`src/assert_macros.svh`:
```
// Assertion macros for the segmented record translator RTL.
// No dependencies; compiled out when SYNTH is defined.
`ifndef ASSERT_MACROS_SVH
`define ASSERT_MACROS_SVH

`ifndef SYNTH
`define AST_CHECK(lbl, clk, rstn, prop) \
	lbl: assert property (@(posedge clk) disable iff (!rstn) prop) \
		else $error("segmented record translator check failed");
`define AST_NEVER(lbl, clk, rstn, expr) \
	lbl: assert property (@(posedge clk) disable iff (!rstn) !(expr)) \
		else $error("segmented record translator forbidden condition");
`else
`define AST_CHECK(lbl, clk, rstn, prop)
`define AST_NEVER(lbl, clk, rstn, expr)
`endif

`endif

```
`src/srat_pkg.sv`:
```
// Types, codes and width helpers for the segmented record translator.
// Used by every module of the block; depends on nothing.
package srat_pkg;

	localparam int RecW = 24;
	localparam int AddrW = 48;
	localparam int SizeW = 16;
	localparam int CntW = 9;
	localparam int ByteW = 8;
	localparam int ProdW = RecW + SizeW;

	typedef enum logic [2:0] {
		OP_LOAD_DESC = 3'd0,
		OP_LOAD_BASE = 3'd1,
		OP_TRANSLATE = 3'd2,
		OP_ALLOCATE  = 3'd3,
		OP_SET_COUNT = 3'd4
	} op_t;

	typedef enum logic [2:0] {
		STS_OK     = 3'd0,
		STS_RANGE  = 3'd1,
		STS_NODESC = 3'd2,
		STS_NOSEG  = 3'd3,
		STS_FULL   = 3'd4
	} status_t;

	typedef enum logic [1:0] {
		REG_MAX_RECORDS = 2'd0,
		REG_RECORD_SIZE = 2'd1,
		REG_DESC_COUNT  = 2'd2,
		REG_BLOCK_COUNT = 2'd3
	} reg_idx_t;

	typedef enum logic [2:0] {
		S_IDLE,
		S_CHECK,
		S_RD,
		S_CMP,
		S_MUL,
		S_ADD,
		S_DONE
	} state_t;

	typedef struct packed {
		logic [RecW-1:0]  max_records;
		logic [SizeW-1:0] record_size;
		logic [CntW-1:0]  desc_count;
		logic [CntW-1:0]  block_count;
	} cfg_t;

	typedef struct packed {
		logic [RecW-1:0]  first;
		logic [RecW-1:0]  last;
		logic [ByteW-1:0] block;
		logic [AddrW-1:0] offset;
	} desc_t;

	typedef struct packed {
		status_t          status;
		logic [AddrW-1:0] address;
		logic [ByteW-1:0] dhit;
		logic [ByteW-1:0] bhit;
		logic [RecW-1:0]  record_count;
	} result_t;

	function automatic int idx_w(input int n);
		return (n > 1) ? $clog2(n) : 1;
	endfunction

	function automatic int num_w(input int n);
		return $clog2(n + 1);
	endfunction

endpackage

```
`src/srat_desc_mem.sv`:
```
// Segment descriptor memory: one write port, one registered read port.
// Depends on srat_pkg for the descriptor type.
module srat_desc_mem #(
	parameter int TABLE_ENTRIES = 16
) (
	input  logic                                            clk,
	input  logic                                            we,
	input  logic [srat_pkg::idx_w(TABLE_ENTRIES)-1:0]       waddr,
	input  srat_pkg::desc_t                                 wdata,
	input  logic                                            re,
	input  logic [srat_pkg::idx_w(TABLE_ENTRIES)-1:0]       raddr,
	output srat_pkg::desc_t                                 rdata
);
	import srat_pkg::*;

	desc_t mem [TABLE_ENTRIES];
	desc_t rdata_q;

	always_ff @(posedge clk) begin
		if (we) begin
			mem[waddr] <= wdata;
		end
		if (re) begin
			rdata_q <= mem[raddr];
		end
	end

	assign rdata = rdata_q;

endmodule

```
`src/srat_base_mem.sv`:
```
// Block base address memory with per-entry valid bits; unwritten entries read zero.
// Depends on srat_pkg for widths.
module srat_base_mem #(
	parameter int TABLE_ENTRIES = 16
) (
	input  logic                                            clk,
	input  logic                                            arst_n,
	input  logic                                            we,
	input  logic [srat_pkg::idx_w(TABLE_ENTRIES)-1:0]       waddr,
	input  logic [srat_pkg::AddrW-1:0]                      wdata,
	input  logic                                            re,
	input  logic [srat_pkg::idx_w(TABLE_ENTRIES)-1:0]       raddr,
	output logic [srat_pkg::AddrW-1:0]                      rdata
);
	import srat_pkg::*;

	logic [AddrW-1:0]         mem [TABLE_ENTRIES];
	logic [TABLE_ENTRIES-1:0] valid_q;
	logic [AddrW-1:0]         rdata_q;
	logic                     rvalid_q;

	always_ff @(posedge clk or negedge arst_n) begin
		if (!arst_n) begin
			valid_q  <= '0;
			rvalid_q <= 1'b0;
		end else begin
			if (we) begin
				valid_q[waddr] <= 1'b1;
			end
			if (re) begin
				rvalid_q <= valid_q[raddr];
			end
		end
	end

	always_ff @(posedge clk) begin
		if (we) begin
			mem[waddr] <= wdata;
		end
		if (re) begin
			rdata_q <= mem[raddr];
		end
	end

	assign rdata = rvalid_q ? rdata_q : '0;

endmodule

```
`src/srat_xlate.sv`:
```
// Control sequencer: decodes each word, runs the binary search over the
// descriptor memory, forms the address and keeps the record count. Uses srat_pkg.
module srat_xlate #(
	parameter int TABLE_ENTRIES = 16
) (
	input  logic                                            clk,
	input  logic                                            arst_n,
	input  srat_pkg::cfg_t                                  cfg,
	input  logic                                            in_valid,
	output logic                                            in_stall,
	input  logic [2:0]                                      op,
	input  logic [srat_pkg::ByteW-1:0]                      slot,
	input  logic [srat_pkg::RecW-1:0]                       record_index,
	input  srat_pkg::desc_t                                 in_desc,
	input  logic [srat_pkg::AddrW-1:0]                      in_base,
	output logic                                            desc_we,
	output logic [srat_pkg::idx_w(TABLE_ENTRIES)-1:0]       desc_waddr,
	output srat_pkg::desc_t                                 desc_wdata,
	output logic                                            desc_re,
	output logic [srat_pkg::idx_w(TABLE_ENTRIES)-1:0]       desc_raddr,
	input  srat_pkg::desc_t                                 desc_rdata,
	output logic                                            base_we,
	output logic [srat_pkg::idx_w(TABLE_ENTRIES)-1:0]       base_waddr,
	output logic [srat_pkg::AddrW-1:0]                      base_wdata,
	output logic                                            base_re,
	output logic [srat_pkg::idx_w(TABLE_ENTRIES)-1:0]       base_raddr,
	input  logic [srat_pkg::AddrW-1:0]                      base_rdata,
	input  logic                                            out_free,
	output logic                                            res_valid,
	output srat_pkg::result_t                               res
);
	import srat_pkg::*;

	localparam int IW = idx_w(TABLE_ENTRIES);
	localparam int CW = num_w(TABLE_ENTRIES);
	localparam logic [CntW-1:0] EntriesN = CntW'(TABLE_ENTRIES);

	state_t           state_q, state_nx;
	op_t              op_q;
	status_t          status_q, chk_status;
	logic [RecW-1:0]  idx_q, count_q, count_nx;
	logic [CW-1:0]    lo_q, hi1_q, lo_nx, hi1_nx, mid;
	logic [IW-1:0]    mid_q, hit_q;
	logic [ByteW-1:0] blk_q;
	logic [RecW-1:0]  pos_q;
	logic [AddrW-1:0] offset_q, base_q, addr_q;
	logic [ProdW-1:0] prod_q;
	logic [CntW-1:0]  n_clamp;
	logic             accept, slot_ok, below, above, found, blk_ok;

	assign accept  = in_valid && (state_q == S_IDLE);
	assign slot_ok = {1'b0, slot} < EntriesN;
	assign n_clamp = (cfg.desc_count > EntriesN) ? EntriesN : cfg.desc_count;
	assign mid     = lo_q + ((hi1_q - CW'(1) - lo_q) >> 1);

	assign below  = idx_q < desc_rdata.first;
	assign above  = idx_q > desc_rdata.last;
	assign found  = !below && !above;
	assign blk_ok = ({1'b0, desc_rdata.block} < cfg.block_count) &&
		({1'b0, desc_rdata.block} < EntriesN);
	assign lo_nx  = above ? (CW'(mid_q) + CW'(1)) : lo_q;
	assign hi1_nx = below ? CW'(mid_q) : hi1_q;

	always_comb begin
		chk_status = STS_OK;
		if (idx_q >= cfg.max_records) begin
			chk_status = (op_q == OP_ALLOCATE) ? STS_FULL : STS_RANGE;
		end else if (cfg.desc_count == '0) begin
			chk_status = STS_NODESC;
		end
	end

	always_comb begin
		count_nx = count_q;
		if (op_q == OP_SET_COUNT) begin
			count_nx = idx_q;
		end else if (op_q == OP_ALLOCATE && status_q == STS_OK) begin
			count_nx = count_q + RecW'(1);
		end
	end

	always_comb begin
		state_nx = state_q;
		unique case (state_q)
			S_IDLE: begin
				if (accept) begin
					if (op == OP_TRANSLATE || op == OP_ALLOCATE) begin
						state_nx = S_CHECK;
					end else begin
						state_nx = S_DONE;
					end
				end
			end
			S_CHECK: begin
				state_nx = (chk_status == STS_OK) ? S_RD : S_DONE;
			end
			S_RD: begin
				state_nx = S_CMP;
			end
			S_CMP: begin
				if (found) begin
					state_nx = blk_ok ? S_MUL : S_DONE;
				end else if (hi1_nx > lo_nx) begin
					state_nx = S_RD;
				end else begin
					state_nx = S_DONE;
				end
			end
			S_MUL: begin
				state_nx = S_ADD;
			end
			S_ADD: begin
				state_nx = S_DONE;
			end
			S_DONE: begin
				if (out_free) begin
					state_nx = S_IDLE;
				end
			end
			default: begin
				state_nx = S_IDLE;
			end
		endcase
	end

	always_comb begin
		in_stall   = 1'b1;
		desc_we    = 1'b0;
		base_we    = 1'b0;
		desc_re    = 1'b0;
		base_re    = 1'b0;
		res_valid  = 1'b0;
		desc_waddr = slot[IW-1:0];
		base_waddr = slot[IW-1:0];
		desc_wdata = in_desc;
		base_wdata = in_base;
		desc_raddr = mid[IW-1:0];
		base_raddr = desc_rdata.block[IW-1:0];
		unique case (state_q)
			S_IDLE: begin
				in_stall = 1'b0;
				desc_we  = accept && slot_ok && (op == OP_LOAD_DESC);
				base_we  = accept && slot_ok && (op == OP_LOAD_BASE);
			end
			S_RD: begin
				desc_re = 1'b1;
			end
			S_CMP: begin
				base_re = found && blk_ok;
			end
			S_DONE: begin
				res_valid = out_free;
			end
			default: begin
				in_stall = 1'b1;
			end
		endcase
		res.status       = status_q;
		res.address      = (status_q == STS_OK) ? addr_q : '0;
		res.dhit         = (status_q == STS_OK) ? ByteW'(hit_q) : '0;
		res.bhit         = (status_q == STS_OK) ? blk_q : '0;
		res.record_count = count_nx;
	end

	always_ff @(posedge clk or negedge arst_n) begin
		if (!arst_n) begin
			state_q <= S_IDLE;
			count_q <= '0;
		end else begin
			state_q <= state_nx;
			if (state_q == S_DONE && out_free) begin
				count_q <= count_nx;
			end
		end
	end

	always_ff @(posedge clk) begin
		unique case (state_q)
			S_IDLE: begin
				if (accept) begin
					op_q     <= op_t'(op);
					idx_q    <= (op == OP_ALLOCATE) ? count_q : record_index;
					status_q <= STS_OK;
					addr_q   <= '0;
					hit_q    <= '0;
					blk_q    <= '0;
				end
			end
			S_CHECK: begin
				status_q <= chk_status;
				lo_q     <= '0;
				hi1_q    <= n_clamp[CW-1:0];
			end
			S_RD: begin
				mid_q <= mid[IW-1:0];
			end
			S_CMP: begin
				if (found) begin
					hit_q    <= mid_q;
					blk_q    <= desc_rdata.block;
					pos_q    <= idx_q - desc_rdata.first;
					offset_q <= desc_rdata.offset;
					if (!blk_ok) begin
						status_q <= STS_NOSEG;
					end
				end else begin
					lo_q  <= lo_nx;
					hi1_q <= hi1_nx;
					if (!(hi1_nx > lo_nx)) begin
						status_q <= STS_NOSEG;
					end
				end
			end
			S_MUL: begin
				prod_q <= pos_q * cfg.record_size;
				base_q <= base_rdata;
			end
			S_ADD: begin
				addr_q <= base_q + offset_q + AddrW'(prod_q);
			end
			default: begin
				addr_q <= addr_q;
			end
		endcase
	end

endmodule

```
`src/segmented_record_address_translate.sv`:
```
// Segmented record address translator, top level; one word is in flight at a time and
// output stalls hold the result back. Loads, set count and unknown ops go straight from
// acceptance to the result word. Translate and allocate stop after the check state if the
// range or descriptor check fails; otherwise binary-search probes of a read and a compare
// state each (at most 5 for 16 entries) follow, then multiply and add on a valid hit.
// Active-low async reset clears count, base valid bits and config; record size resets to 1.
module segmented_record_address_translate #(
	parameter int TABLE_ENTRIES = 16
) (
	input  logic        clk,
	input  logic        arst_n,
	input  logic        cfg_we,
	input  logic [1:0]  cfg_index,
	input  logic [23:0] cfg_data,
	input  logic        in_valid,
	output logic        in_stall,
	input  logic [2:0]  op,
	input  logic [7:0]  slot,
	input  logic [23:0] record_index,
	input  logic [23:0] first_record,
	input  logic [23:0] last_record,
	input  logic [7:0]  block_number,
	input  logic [47:0] offset_or_base,
	output logic        out_valid,
	input  logic        out_stall,
	output logic [2:0]  status,
	output logic [47:0] address,
	output logic [7:0]  descriptor_hit,
	output logic [7:0]  block_hit,
	output logic [23:0] record_count
);
	import srat_pkg::*;
	`include "assert_macros.svh"

	localparam int IW = idx_w(TABLE_ENTRIES);

	cfg_t             cfg_q;
	desc_t            in_desc, desc_wdata, desc_rdata;
	logic             desc_we, desc_re, base_we, base_re, res_valid, out_free;
	logic [IW-1:0]    desc_waddr, desc_raddr, base_waddr, base_raddr;
	logic [AddrW-1:0] base_wdata, base_rdata;
	result_t          res, out_q;
	logic             out_valid_q;

	always_ff @(posedge clk or negedge arst_n) begin
		if (!arst_n) begin
			cfg_q.max_records <= '0;
			cfg_q.record_size <= SizeW'(1);
			cfg_q.desc_count  <= '0;
			cfg_q.block_count <= '0;
		end else if (cfg_we) begin
			unique case (reg_idx_t'(cfg_index))
				REG_MAX_RECORDS: cfg_q.max_records <= cfg_data;
				REG_RECORD_SIZE: cfg_q.record_size <= cfg_data[SizeW-1:0];
				REG_DESC_COUNT:  cfg_q.desc_count  <= cfg_data[CntW-1:0];
				REG_BLOCK_COUNT: cfg_q.block_count <= cfg_data[CntW-1:0];
				default: cfg_q <= cfg_q;
			endcase
		end
	end

	assign in_desc.first  = first_record;
	assign in_desc.last   = last_record;
	assign in_desc.block  = block_number;
	assign in_desc.offset = offset_or_base;

	srat_xlate #(.TABLE_ENTRIES(TABLE_ENTRIES)) u_xlate (
		.clk          (clk),
		.arst_n       (arst_n),
		.cfg          (cfg_q),
		.in_valid     (in_valid),
		.in_stall     (in_stall),
		.op           (op),
		.slot         (slot),
		.record_index (record_index),
		.in_desc      (in_desc),
		.in_base      (offset_or_base),
		.desc_we      (desc_we),
		.desc_waddr   (desc_waddr),
		.desc_wdata   (desc_wdata),
		.desc_re      (desc_re),
		.desc_raddr   (desc_raddr),
		.desc_rdata   (desc_rdata),
		.base_we      (base_we),
		.base_waddr   (base_waddr),
		.base_wdata   (base_wdata),
		.base_re      (base_re),
		.base_raddr   (base_raddr),
		.base_rdata   (base_rdata),
		.out_free     (out_free),
		.res_valid    (res_valid),
		.res          (res)
	);

	srat_desc_mem #(.TABLE_ENTRIES(TABLE_ENTRIES)) u_desc_mem (
		.clk   (clk),
		.we    (desc_we),
		.waddr (desc_waddr),
		.wdata (desc_wdata),
		.re    (desc_re),
		.raddr (desc_raddr),
		.rdata (desc_rdata)
	);

	srat_base_mem #(.TABLE_ENTRIES(TABLE_ENTRIES)) u_base_mem (
		.clk    (clk),
		.arst_n (arst_n),
		.we     (base_we),
		.waddr  (base_waddr),
		.wdata  (base_wdata),
		.re     (base_re),
		.raddr  (base_raddr),
		.rdata  (base_rdata)
	);

	assign out_free = !out_valid_q || !out_stall;

	always_ff @(posedge clk or negedge arst_n) begin
		if (!arst_n) begin
			out_valid_q <= 1'b0;
		end else if (res_valid) begin
			out_valid_q <= 1'b1;
		end else if (!out_stall) begin
			out_valid_q <= 1'b0;
		end
	end

	always_ff @(posedge clk) begin
		if (res_valid) begin
			out_q <= res;
		end
	end

	assign out_valid      = out_valid_q;
	assign status         = out_q.status;
	assign address        = out_q.address;
	assign descriptor_hit = out_q.dhit;
	assign block_hit      = out_q.bhit;
	assign record_count   = out_q.record_count;

	`AST_NEVER(a_no_overwrite, clk, arst_n, res_valid && out_valid_q && out_stall)
	`AST_CHECK(a_busy_after_accept, clk, arst_n, (in_valid && !in_stall) |=> in_stall)
	`AST_CHECK(a_fail_zeroes, clk, arst_n, (out_valid && status != STS_OK) |-> (address == '0 && descriptor_hit == '0 && block_hit == '0))

endmodule

```
`config.mk`:
```
export PLATFORM = sky130hd
export DESIGN_NAME = segmented_record_address_translate
export DESIGN_NICKNAME = d
export VERILOG_FILES = /design/src/srat_pkg.sv /design/src/srat_desc_mem.sv /design/src/srat_base_mem.sv /design/src/srat_xlate.sv /design/src/segmented_record_address_translate.sv
export VERILOG_INCLUDE_DIRS = /design/src /design/src/src
export SDC_FILE = /design/constraint.sdc
export NUM_CORES = 2
export LEC_CHECK = 0
export ABC_CLOCK_PERIOD_IN_PS = 10560
export BUFFER_PORTS_ARGS = -buffer_cell sky130_fd_sc_hd__buf_2
export CORE_ASPECT_RATIO = 1.1
export CORE_MARGIN = 2
export CORE_UTILIZATION = 63
export CTS_CLUSTER_DIAMETER = 40
export DETAILED_ROUTE_END_ITERATION = 7
export GPL_ROUTABILITY_DRIVEN = 0
export GPL_TIMING_DRIVEN = 0
export PLACE_DENSITY = 0.8
export SYNTH_ARGS = -nofsm -noshare
export SYNTH_HDL_FRONTEND = slang
export SYNTH_SLANG_ARGS = --single-unit
```
`constraint.sdc`:
```
create_clock -name clk -period 10.56 [get_ports clk]
set_input_delay 1.056 -clock clk [delete_from_list [all_inputs] [get_ports clk]]
set_output_delay 1.056 -clock clk [all_outputs]
set_load 0.01 [all_outputs]
```
==> impl_metrics.ini <==
[worst_setup_path]
cp_data_required_time_ns = 11.16
cp_max_fo = 10
crit_path_start = cfg_q[27]
cpMostUsedCell = fa_1
cp.buffers_inverters = 6
cp_cell_sequence = clkbuf_1 > clkbuf_1 > nand2_1 > fa_1 > inv_1 > fa_1 > fa_1 > fa_1 > fa_1 > inv_1 > fa_1 > inv_1 > ha_1 > clkbuf_1 > nand4_1 > a2111oi_0 > a21bo_1 > o31a_1 > a211oi_1 > nor2b_1 > a31oi_1 > xnor2_1
crit_path_end_kind = register
cp_slowest_stage_delay_ns = 0.91
critical-path-top-delay-family = adder cells
start_kind = register
cp_slowest_cell = xnor2_1
reg2reg_from = cfg_q[27]
crit_type = register to register
worstPathArrival_ns = 9.18

[synthesis]
synthArstFlopShare_pct = 3.390
ys_seq_elements = 3038
synth_top_area_cell = edfxtp_1
ys_seq_area_share_pct = 68.90
synth_top_area_share_pct = 66.95
yosysMostFrequentCell = edfxtp_1
synth_cell_types = 81
syn_area_per_cell_sq_um = 18.08
synth_cells = 7281
yosysWarnings = 0
synth_flop_cell = edfxtp_1
synth_edf_count = 2935
syn_area_sq_um = 131700
synthTopCellsByArea = edfxtp_1 (67%), mux4_2 (11%), fa_1 (5.3%), ha_1 (2.4%), dfrtp_1 (1.9%)
synthTopCellsByCount = edfxtp_1 (2,935), mux4_2 (661), nand2_1 (560)

[drt]
drtAntennaViolNets = 0
viasPerCell = 7.080
dr.pass1.iters = 8
via_count = 78330
drcViolationCount = 0
wl_microns = 396600
wl_per_cell_microns = 35.84
drtIter0Drc = 13840

[sta]
rsz0062_at_grt = no
finalHoldWorstSlack_ns = 0.2276
worst_pin_slew_ns = 1.545
finalCritPeriodShare_pct = 81.20
setup_viol = 0
min_period_ns = 8.575
drv_slew = 24
skew_ns = 0.08416
hold_viol_final = 0
fmax_mhz = 116.6
slew_headroom_pct = -2.995

[run_status]
violations = max-capacitance violations, max-slew violations
status = finished with violations

[floorplan]
rows = 176
core_sq_um = 208300
pin_count = 263
initial_utilization_pct = 63.20
die_area_sq_um = 212600
dieWidth_microns = 439.9
die_y_microns = 483.4

[global_route]
grt_pass1_vias = 79440
grt_util_all_layers_pct = 36.78
grt_max_degree = 76
grt_overflow_total = 0
grt_pass1_wl_microns = 554400
antenna_found_initial = 53

[cts]
cts-root-buf = clkbuf_16
ctsResizeCount = 0
cts_max_level = 5
clockBufferDepth = 4
cts_tree = yes
cts.sinks = 3038
cts.clk_slew.worst_paths_ns = 0.06
clk_latency_ns = 1.04
numCtsBuffers = 339

[finish]
final_util_pct = 72.08
area_growth_pct = 14.05
nets = 8791
final_cells = 11060
drive_gt1_share_pct = 21.10

[placed_design]
dp.final_hpwl_microns = 234600
io_buffers = 258
placed_cells = 10430

[flow_run]
cap_violations = 3

[min_path]
hp-start = op[2]
hold_class = primary input to register
## flip-flops by register name, summed over array words and instances (netlist names), 5 cells and up
| register | cells |
|---|---|
| u_xlate.count_q | 24 |
| address | 48 |
| u_base_mem.rdata_q | 48 |
| u_base_mem.valid_q | 16 |
| u_xlate.pos_q | 24 |
| u_xlate.addr_q | 48 |
| u_base_mem.mem | 768 |
| u_xlate.prod_q | 40 |
| u_desc_mem.mem | 1664 |
| u_xlate.offset_q | 48 |
| u_xlate.base_q | 48 |
| cfg_q | 58 |
| block_hit | 8 |
| u_xlate.hi1_q | 5 |
| record_count | 24 |
| u_xlate.lo_q | 5 |
| u_xlate.idx_q | 24 |
| u_xlate.blk_q | 8 |
| u_desc_mem.rdata | 104 |
## worst register-to-register path: cells and delay by family (launching register included)
| family | cells | cell delay [ns] |
|---|---|---|
| compound gates | 5 | 1.68 |
| simple gates | 3 | 0.55 |
| flops | 1 | 0.32 |
| fa+ha+maj | 7 | 3.34 |
| buf+inv | 6 | 1.39 |
| xor+xnor | 1 | 0.91 |
## stage by stage
step                      worst slack, ns  TNS [ns]  instance area [sq um]
after CTS                           2.191         0                 150000
after global routing                1.788         0                 150100
after detailed placement            2.334         0                 139300
after global placement             -4.771  -7516.13                 136400
after floorplan                     1.956         0                 131700
final                               1.985         0                 150100
## layer usage
layer	part of all wire [%]	vias up	global-route usage, %	wire length [microns]
li1	-	29490	-	-
met1	31	39060	45.52	123200
met2	47	7836	57.10	185800
met3	14	1902	11.10	54780
met4	8.2	40	23.13	32450
met5	0.080	-	0.5906	317
## cells in the final DEF, fill, tap and decap left out, types with 74 or more instances in the layout
| cell | synthesis | layout |
|---|---|---|
| o21ai_0 | 100 | 99 |
| clkbuf_1 | 252 | 288 |
| a31oi_1 | 119 | 119 |
| a21oi_1 | 118 | 118 |
| inv_1 | 467 | 467 |
| a211oi_1 | 120 | 120 |
| nor2_1 | 148 | 114 |
| fa_1 | 350 | 350 |
| nand2_1 | 560 | 560 |
| and2_1 | 387 | 387 |
| buf_2 | 12 | 270 |
| buf_12 | 0 | 83 |
| dfrtp_1 | 102 | 102 |
| a21o_1 | 74 | 74 |
| ha_1 | 257 | 257 |
| mux4_2 | 661 | 661 |
| clkbuf_16 | 0 | 346 |
| mux2_2 | 82 | 82 |
| edfxtp_1 | 2935 | 2935 |
## final timing paths
path	to	slack, ns	depth (start not counted)
worst max-delay path	u_xlate.prod_q[38]	1.98	22
worst min-delay path	u_xlate.op_q[2]	0.23	1
worst max register to register	u_xlate.prod_q[38]	1.98	22
worst min register to register	u_xlate.offset_q[27]	0.42	0
max in group asynchronous	cfg_q[18]	9.22	3
min in group asynchronous	u_base_mem.valid_q[9]	0.58	2
## cell families after synthesis
kind of cell,after synthesis,synth area share (%)
DFF,3038,68.90
and+or+nand+nor,1306,4.859
buffers and inverters,801,2.307
muxes,745,12.02
AOI/OAI and AO/OA,659,3.312
adders and majority gates,607,7.765
xor gates and xnor gates,124,0.8250
other,1,0.002848
## timing repair
| item | 4_1_cts | 5_1_grt |
|---|---|---|
| setup endpoints to repair | 0 | 0 |
| hold endpoints to repair | 13 | 0 |
| buffers inserted | 0 | 0 |
| hold buffers | 1 | 0 |
## final cells by class
class                   count  area, sq um
multi-input cells        3445        38210
clock buffers             390         8833
well taps                2759         3452
plain buffers             334         1296
inverters                 467         1753
clock inverters           194         1848
repair buffers            389         3925
diodes                     48        120.1
fillers                 11460        58170
flip-flops and latches   3038        90710
Power is not shown: default switching activity piles up to over one toggle a cycle in this logic, so the estimate is an artifact.
